<file path="config.mk">
export PLATFORM = sky130hd
export DESIGN_NAME = k_way_sorted_merge_unit
export DESIGN_NICKNAME = d
export VERILOG_FILES = /design/src/rtl/core/kwm_pkg.sv /design/src/rtl/core/kwm_ctrl.sv /design/src/rtl/core/kwm_datapath.sv /design/src/rtl/core/k_way_sorted_merge_unit.sv
export SDC_FILE = /design/constraint.sdc
export NUM_CORES = 2
export LEC_CHECK = 0
export BUFFER_PORTS_ARGS = -buffer_cell sky130_fd_sc_hd__buf_2
export CAP_MARGIN = 20
export CORE_ASPECT_RATIO = 1.75
export CORE_MARGIN = 4
export CORE_UTILIZATION = 60
export CTS_CLUSTER_DIAMETER = 200
export DETAILED_ROUTE_END_ITERATION = 8
export PLACE_DENSITY_LB_ADDON = 0.2
export SYNTH_ARGS = -nofsm -noshare
export SYNTH_HDL_FRONTEND = slang
export SYNTH_SLANG_ARGS = --single-unit
export TNS_END_PERCENT = 1
</file>
<file path="constraint.sdc">
create_clock -name clk -period 5.3 [get_ports clk]
set_input_delay 0.795 -clock clk [delete_from_list [all_inputs] [get_ports clk]]
set_output_delay 0.795 -clock clk [all_outputs]
set_load 0.05 [all_outputs]
</file>
<file path="src/rtl/core/kwm_pkg.sv">
`default_nettype none

package kwm_pkg;

  // controller states
  typedef enum logic [2:0] {
    ST_LOAD,
    ST_PRIME_RD,
    ST_PRIME_WR,
    ST_SCAN,
    ST_EMIT,
    ST_REFILL
  } state_t;

  // commands from controller to datapath
  typedef struct packed {
    logic load_we;
    logic prime_rd;
    logic prime_wr;
    logic scan_en;
    logic take;
    logic refill_wr;
  } cmd_t;

  // status from datapath to controller
  typedef struct packed {
    logic load_last;
    logic prime_last;
    logic scan_last;
    logic out_last;
  } sts_t;

endpackage

`default_nettype wire

</file>
<file path="src/rtl/core/kwm_ctrl.sv">
`default_nettype none

module kwm_ctrl (
  input  wire logic          clk,
  input  wire logic          rst,
  input  wire logic          in_valid,
  input  wire logic          out_ready,
  input  wire kwm_pkg::sts_t sts,
  output logic               in_ready,
  output logic               out_valid,
  output kwm_pkg::cmd_t      cmd
);

  kwm_pkg::state_t state;
  kwm_pkg::state_t state_next;

  always_ff @(posedge clk) begin
    if (rst) begin
      state <= kwm_pkg::ST_LOAD;
    end else begin
      state <= state_next;
    end
  end

  always_comb begin
    state_next = state;
    unique case (state)
      kwm_pkg::ST_LOAD: begin
        if (in_valid && sts.load_last) state_next = kwm_pkg::ST_PRIME_RD;
      end
      kwm_pkg::ST_PRIME_RD: begin
        state_next = kwm_pkg::ST_PRIME_WR;
      end
      kwm_pkg::ST_PRIME_WR: begin
        state_next = sts.prime_last ? kwm_pkg::ST_SCAN : kwm_pkg::ST_PRIME_RD;
      end
      kwm_pkg::ST_SCAN: begin
        if (sts.scan_last) state_next = kwm_pkg::ST_EMIT;
      end
      kwm_pkg::ST_EMIT: begin
        if (out_ready) state_next = sts.out_last ? kwm_pkg::ST_LOAD : kwm_pkg::ST_REFILL;
      end
      kwm_pkg::ST_REFILL: begin
        state_next = kwm_pkg::ST_SCAN;
      end
      default: begin
        state_next = kwm_pkg::ST_LOAD;
      end
    endcase
  end

  always_comb begin
    in_ready      = (state == kwm_pkg::ST_LOAD);
    out_valid     = (state == kwm_pkg::ST_EMIT);
    cmd.load_we   = (state == kwm_pkg::ST_LOAD) && in_valid;
    cmd.prime_rd  = (state == kwm_pkg::ST_PRIME_RD);
    cmd.prime_wr  = (state == kwm_pkg::ST_PRIME_WR);
    cmd.scan_en   = (state == kwm_pkg::ST_SCAN);
    cmd.take      = (state == kwm_pkg::ST_EMIT) && out_ready;
    cmd.refill_wr = (state == kwm_pkg::ST_REFILL);
  end

endmodule

`default_nettype wire

</file>
<file path="src/rtl/core/kwm_datapath.sv">
`default_nettype none

module kwm_datapath #(
  parameter int NUM_WAYS = 4,
  parameter int RUN_LEN  = 16
) (
  input  wire logic          clk,
  input  wire logic          rst,
  input  wire kwm_pkg::cmd_t cmd,
  input  wire logic [31:0]   value,
  output kwm_pkg::sts_t      sts,
  output logic [31:0]        merged_value,
  output logic               final_word
);

  localparam int TOTAL = NUM_WAYS * RUN_LEN;
  localparam int AW    = $clog2(TOTAL);
  localparam int WW    = $clog2(NUM_WAYS);
  localparam int HW    = $clog2(RUN_LEN + 1);

  logic [31:0]   mem [TOTAL];
  logic [31:0]   rd_data;
  logic [AW-1:0] rd_addr;
  logic          rd_en;

  logic [AW-1:0] load_count;
  logic [AW-1:0] out_count;
  logic [WW-1:0] pcnt;
  logic [WW-1:0] scan_idx;
  logic [HW-1:0] head [NUM_WAYS];
  logic [31:0]   cache [NUM_WAYS];

  logic          found;
  logic [WW-1:0] best_way;
  logic [31:0]   best_val;

  logic          pick;
  logic [31:0]   best_val_next;
  logic [WW-1:0] best_way_next;
  logic [HW-1:0] head_inc;

  assign sts.load_last  = (load_count == AW'(TOTAL - 1));
  assign sts.prime_last = (pcnt == WW'(NUM_WAYS - 1));
  assign sts.scan_last  = (scan_idx == WW'(NUM_WAYS - 1));
  assign sts.out_last   = (out_count == AW'(TOTAL - 1));

  // one compare per cycle against the running minimum; strict less keeps the lower way
  always_comb begin
    pick = (head[scan_idx] != HW'(RUN_LEN)) &&
           (!(found && (scan_idx != '0)) || (cache[scan_idx] < best_val));
    best_val_next = pick ? cache[scan_idx] : best_val;
    best_way_next = pick ? scan_idx : best_way;
  end

  assign head_inc = head[best_way] + HW'(1);

  // read port address: way base plus the next head index, or the way base alone when priming
  always_comb begin
    if (cmd.prime_rd) begin
      rd_addr = AW'(AW'(pcnt) * AW'(RUN_LEN));
      rd_en   = 1'b1;
    end else begin
      rd_addr = AW'(AW'(best_way) * AW'(RUN_LEN)) + AW'(head_inc);
      rd_en   = cmd.take && (head_inc != HW'(RUN_LEN));
    end
  end

  always_ff @(posedge clk) begin
    if (cmd.load_we) mem[load_count] <= value;
    if (rd_en) rd_data <= mem[rd_addr];
  end

  always_ff @(posedge clk) begin
    if (rst) begin
      load_count <= '0;
      out_count  <= '0;
      pcnt       <= '0;
      scan_idx   <= '0;
      found      <= 1'b0;
      for (int w = 0; w < NUM_WAYS; w++) head[w] <= '0;
    end else begin
      if (cmd.load_we) begin
        load_count <= sts.load_last ? '0 : load_count + AW'(1);
      end
      if (cmd.prime_wr) begin
        pcnt <= sts.prime_last ? '0 : pcnt + WW'(1);
      end
      if (cmd.scan_en) begin
        scan_idx <= sts.scan_last ? '0 : scan_idx + WW'(1);
        // each scan starts with no candidate
        found    <= sts.scan_last ? 1'b0 : (found || pick);
      end
      if (cmd.take) begin
        if (sts.out_last) begin
          out_count <= '0;
          for (int w = 0; w < NUM_WAYS; w++) head[w] <= '0;
        end else begin
          out_count      <= out_count + AW'(1);
          head[best_way] <= head_inc;
        end
      end
    end
  end

  always_ff @(posedge clk) begin
    if (cmd.prime_wr) cache[pcnt] <= rd_data;
    if (cmd.refill_wr) cache[best_way] <= rd_data;
    if (cmd.scan_en) begin
      best_val <= best_val_next;
      best_way <= best_way_next;
      if (sts.scan_last) begin
        merged_value <= best_val_next;
        final_word   <= sts.out_last;
      end
    end
  end

endmodule

`default_nettype wire

</file>
<file path="src/rtl/core/k_way_sorted_merge_unit.sv">
// k-way merge of sorted runs
//
// input channel (in_valid/in_ready/value): one 32-bit word per transaction.
// the first RUN_LEN words form run 0, the next RUN_LEN words run 1, and so on,
// NUM_WAYS runs in total.
// after the last word the block merges the runs and emits all NUM_WAYS*RUN_LEN
// words on the output channel (out_valid/out_ready/merged_value/final_word),
// smallest head first, lowest run index on a tie; final_word marks the last one.
// the merge first primes the run heads with a read state and a write state per
// way, then for each output word it scans the cached heads, emits the result
// and, but for the last word, refills the head of the way that was taken.
// the scan uses a single comparator over the cached run heads, one way per
// cycle, and the refill waits on the one registered read port of the store.
// in_ready is high only during loading; no input is taken during a merge.
// when the receiver stalls, the result register holds its word and the merge
// waits. reset returns the block to loading with all counters and heads at zero;
// the word store itself is not cleared, every entry is rewritten before use.
`default_nettype none

module k_way_sorted_merge_unit #(
  parameter int NUM_WAYS = 4,
  parameter int RUN_LEN  = 16
) (
  input  wire logic        clk,
  input  wire logic        rst,
  input  wire logic        in_valid,
  output logic             in_ready,
  input  wire logic [31:0] value,
  output logic             out_valid,
  input  wire logic        out_ready,
  output logic [31:0]      merged_value,
  output logic             final_word
);

  // command and status between controller and datapath
  kwm_pkg::cmd_t cmd;
  kwm_pkg::sts_t sts;

  kwm_ctrl u_ctrl (
    .clk       (clk),
    .rst       (rst),
    .in_valid  (in_valid),
    .out_ready (out_ready),
    .sts       (sts),
    .in_ready  (in_ready),
    .out_valid (out_valid),
    .cmd       (cmd)
  );

  kwm_datapath #(
    .NUM_WAYS (NUM_WAYS),
    .RUN_LEN  (RUN_LEN)
  ) u_datapath (
    .clk          (clk),
    .rst          (rst),
    .cmd          (cmd),
    .value        (value),
    .sts          (sts),
    .merged_value (merged_value),
    .final_word   (final_word)
  );

`ifndef SYNTHESIS
  // loading and emitting never overlap
  a_no_overlap: assert property (@(posedge clk) disable iff (rst)
    !(in_ready && out_valid))
    else $error("in_ready and out_valid high together");

  // after the last merged word the block is back to loading
  a_final_reload: assert property (@(posedge clk) disable iff (rst)
    (out_valid && out_ready && final_word) |=> in_ready)
    else $error("no return to loading after final word");

  // an input transaction is never directly followed by a result
  a_load_no_out: assert property (@(posedge clk) disable iff (rst)
    (in_valid && in_ready) |=> !out_valid)
    else $error("result right after an input word");
`endif

endmodule

`default_nettype wire

</file>
==> qor.txt <==
DRT antenna net count -> 0
RR Endpoint -> u_datapath.best_val[27]
ys async rst share -> 0%
Clock Path Buffers -> 4
first-pass GRT wire length -> 369 mm
synthesis warning total -> 0
Tmin final -> 4.76 ns
Post-synth EDFFs -> 2295
Post-Syn Area -> 92900 sq um
antenna violations before repair -> 16
Root Buffer -> clkbuf_16
Slew Limit Headroom -> 22.0%
fmax -> 210 MHz
CP max FO -> 32
Layout Skew -> 0.0470 ns
final global-route overflow total -> 0
Setup crit start kind -> register
fraction of layout cells with a size suffix above 1 -> 15.4%
setup TNS -> 0 ns
Via Count -> 54.5k
Total Wirelength -> 258 mm
worst min-delay path class -> in2reg
Storage cell area -> 69400 sq um
slew at the pin closest to its max-slew limit -> 1.17 ns
# H-tree levels -> 4
cts repair resizes -> 0
RSZ-0062 raised after global routing -> false
Fillers -> 10.2k
die area -> 161000 sq um
FP Rows -> 190
Max IR drop VDD -> 0.400 mV
cell area after layout -> 103000 sq um
critical path class -> reg2reg
hold buffers post-CTS -> 0
hold_sp -> in_valid
gpl congestion -> 0.914
pin count of the biggest net entering global routing -> 172
first drt pass iteration count -> 6
Die W -> 305 um
hold depth -> 3
core area -> 154000 sq um
path depth of the worst reg2reg path -> 10
total chip power -> 44.2 mW
CTS tree -> yes
sequential fraction of the synthesis area -> 74.7%
Total Routing Usage GR -> 31.6%
Skew-Pair Late Insertion Delay -> 0.85 ns
Mapped Nets -> 5990
Hold EP -> u_datapath.load_count[1]
Synth Flop Type -> edfxtp_1
fin crit share -> 89.7%
Max Cap Violations -> 0
PD cells -> 429 nW/um^2
dpl cell area -> 96700 sq um
CP Data Arrival Time -> 5.32 ns
Yosys reg bits -> 2319
Synth Area per Inst -> 15.7 sq um
Hold Fails Final Rpt -> 0
io pins -> 71
WL per Instance -> 31.6 um
CP Capture Type -> register
number of CTS-inserted buffers -> 201
Post-Syn Instances -> 5915
HPWL after DPL -> 151 mm
Reg clk slew, reported paths -> 0.06 ns
port bufs -> 70
DRT iter0 DRCs -> 7077
vias in the first global route -> 53.4k
Sink Count -> 2319
Nets -> 6056
CP required -> 5.86 ns
starting density of the core -> 60.5%
multi-input logic area -> 22100 sq um
Die Ht -> 528 um
# setup viols final -> 0
Post-CTS Setup Inserts -> 0
Layout area overhead -> 10.9%
R2R setup slack -> 0.54 ns
outcome -> completed
Residual DRC -> 0
post-synth cell types -> 62
Lkg Pwr -> 33.2 nW
vias per cell -> 6.68
Slew Viols, Final -> 0
how the worst max path moves through the flow:
| stage | cells after the start | slack [ns] | to | startpoint |
|---|---|---|---|---|
| detailed placement | 10 | 0.65 | u_datapath.merged_value[25] | register |
| floorplan | 19 | 0.65 | u_datapath.rd_data[10] | register |
| CTS | 10 | 0.62 | u_datapath.merged_value[8] | register |
| finish | 10 | 0.54 | u_datapath.best_val[27] | register |
| global placement | 10 | 0.25 | u_datapath.merged_value[22] | register |
| global route | 10 | 0.56 | u_datapath.best_val[27] | register |
sequential cells by signal (all words and copies together) (netlist names), named ones only:
| register | cells |
|---|---|
| u_datapath.found | 1 |
| u_ctrl.state | 3 |
| u_datapath.head | 20 |
| u_datapath.scan_idx | 2 |
| u_datapath.best_way | 2 |
| u_datapath.best_val | 32 |
| u_datapath.load_count | 6 |
| u_datapath.rd_data | 32 |
| u_datapath.cache | 128 |
| u_datapath.final_word | 1 |
| u_datapath.pcnt | 2 |
| u_datapath.mem | 2048 |
| u_datapath.out_count | 6 |
| u_datapath.merged_value | 32 |
worst max-delay path, cell delays in order, from the launching register on:
cell and delay, ns:
dfxtp_2 0.72, mux4_2 0.60, ha_1 0.29, o21ai_0 0.12, a221oi_1 0.65, o311a_1 0.32, o21ai_0 0.13, a2111oi_2 0.99
nor3_4 0.09, buf_12 0.22, mux2_2 0.31
power breakdown:
part	leakage, nW	internal, mW	switching [mW]
clock	3.08	7.91	6.43
combinational	9.27	2.88	5.92
sequential	20.9	20.7	0.332
total	33.2	31.5	12.7
routing by layer:
metal	routed length [um]	vias to the layer above	track usage [%]
met2	128000	3143	53.0
met1	85400	27420	37.9
met3	22100	731	4.30
li1	-	23171	-
met4	22400	4	22.6
met5	26	-	0
placed cells by master (no fill, tap or decap), drive strengths merged, types with 48 or more instances in the layout:
| cell | netlist | layout |
|---|---|---|
| or3 | 379 | 379 |
| buf | 141 | 291 |
| a31oi | 161 | 161 |
| nor2 | 218 | 218 |
| a21oi | 48 | 48 |
| nand2 | 612 | 612 |
| mux2 | 69 | 69 |
| edfxtp | 2295 | 2295 |
| clkbuf | 287 | 238 |
| mux4 | 161 | 161 |
| nand3 | 136 | 136 |
| nor2b | 132 | 132 |
| clkinv | 0 | 89 |
| o211ai | 160 | 160 |
| mux2i | 165 | 165 |
| a211oi | 132 | 132 |
| o21ai | 448 | 448 |
cells by family (layout without fill, tap and decap cells):
kind of cell / count (synthesis) / count (layout) / share of synthesized area, %
compound gates: 1085 / 1085 / 7.62
xor+xnor: 11 / 11 / 0.132
fa+ha+maj: 39 / 39 / 0.525
buf+inv: 471 / 690 / 2.18
flops: 2319 / 2319 / 74.7
mux: 395 / 395 / 6.52
other cells: 0 / 6 / 0
simple gates: 1595 / 1595 / 8.31
metrics by stage:
step                hold WS, ns  utilization, %  worst slack (ns)  std cells
floorplan                 0.459               -             0.651       5915
global placement          0.478            62.9             0.245       7789
detailed placement        0.501            63.0             0.653       7793
CTS                       0.245            67.1             0.620       8149
global route              0.278            67.1             0.559       8151
finish                    0.273            67.1             0.543       8156
synth_stat cells (all sizes together), types with 4 or more instances:
library cell  count  share of area [%]
edfxtp         2295                 74
nand2           612                2.5
o21ai           448                2.4
or3             379                2.6
clkbuf          287                1.2
nor2            218               0.88
mux2i           165                1.8
a31oi           161                1.1
mux4            161                3.9
o211ai          160                1.3
buf             141               0.85
nand3           136               0.73
a211oi          132                1.4
nor2b           132               0.89
mux2             69               0.84
a21oi            48               0.26
inv              43               0.17
nor3             42               0.23
nand4            40               0.27
ha               39               0.53
o221ai           32               0.30
a311o            31               0.33
o22ai            31               0.21
dfxtp            24               0.52
a21o             10              0.081
and3              7              0.047
a311oi            6              0.057
nand3b            6              0.048
o311ai            6              0.057
xnor2             6              0.077
a2111oi           5              0.047
and2              5              0.034
nor4              5              0.034
xor2              5              0.055
o21a              4              0.032
cell type report:
class / instances / share of cell area, %
Antenna cell: 6 / 0.0146
Clock buffer: 238 / 5.07
Clock inverter: 118 / 1.03
Inverter: 43 / 0.164
Multi-Input combinational cell: 3125 / 21.4
Sequential cell: 2319 / 67.4
Tap cell: 2016 / 2.45
Timing Repair Buffer: 291 / 2.46
No activity file was read; power rests on OpenSTA's default activity.
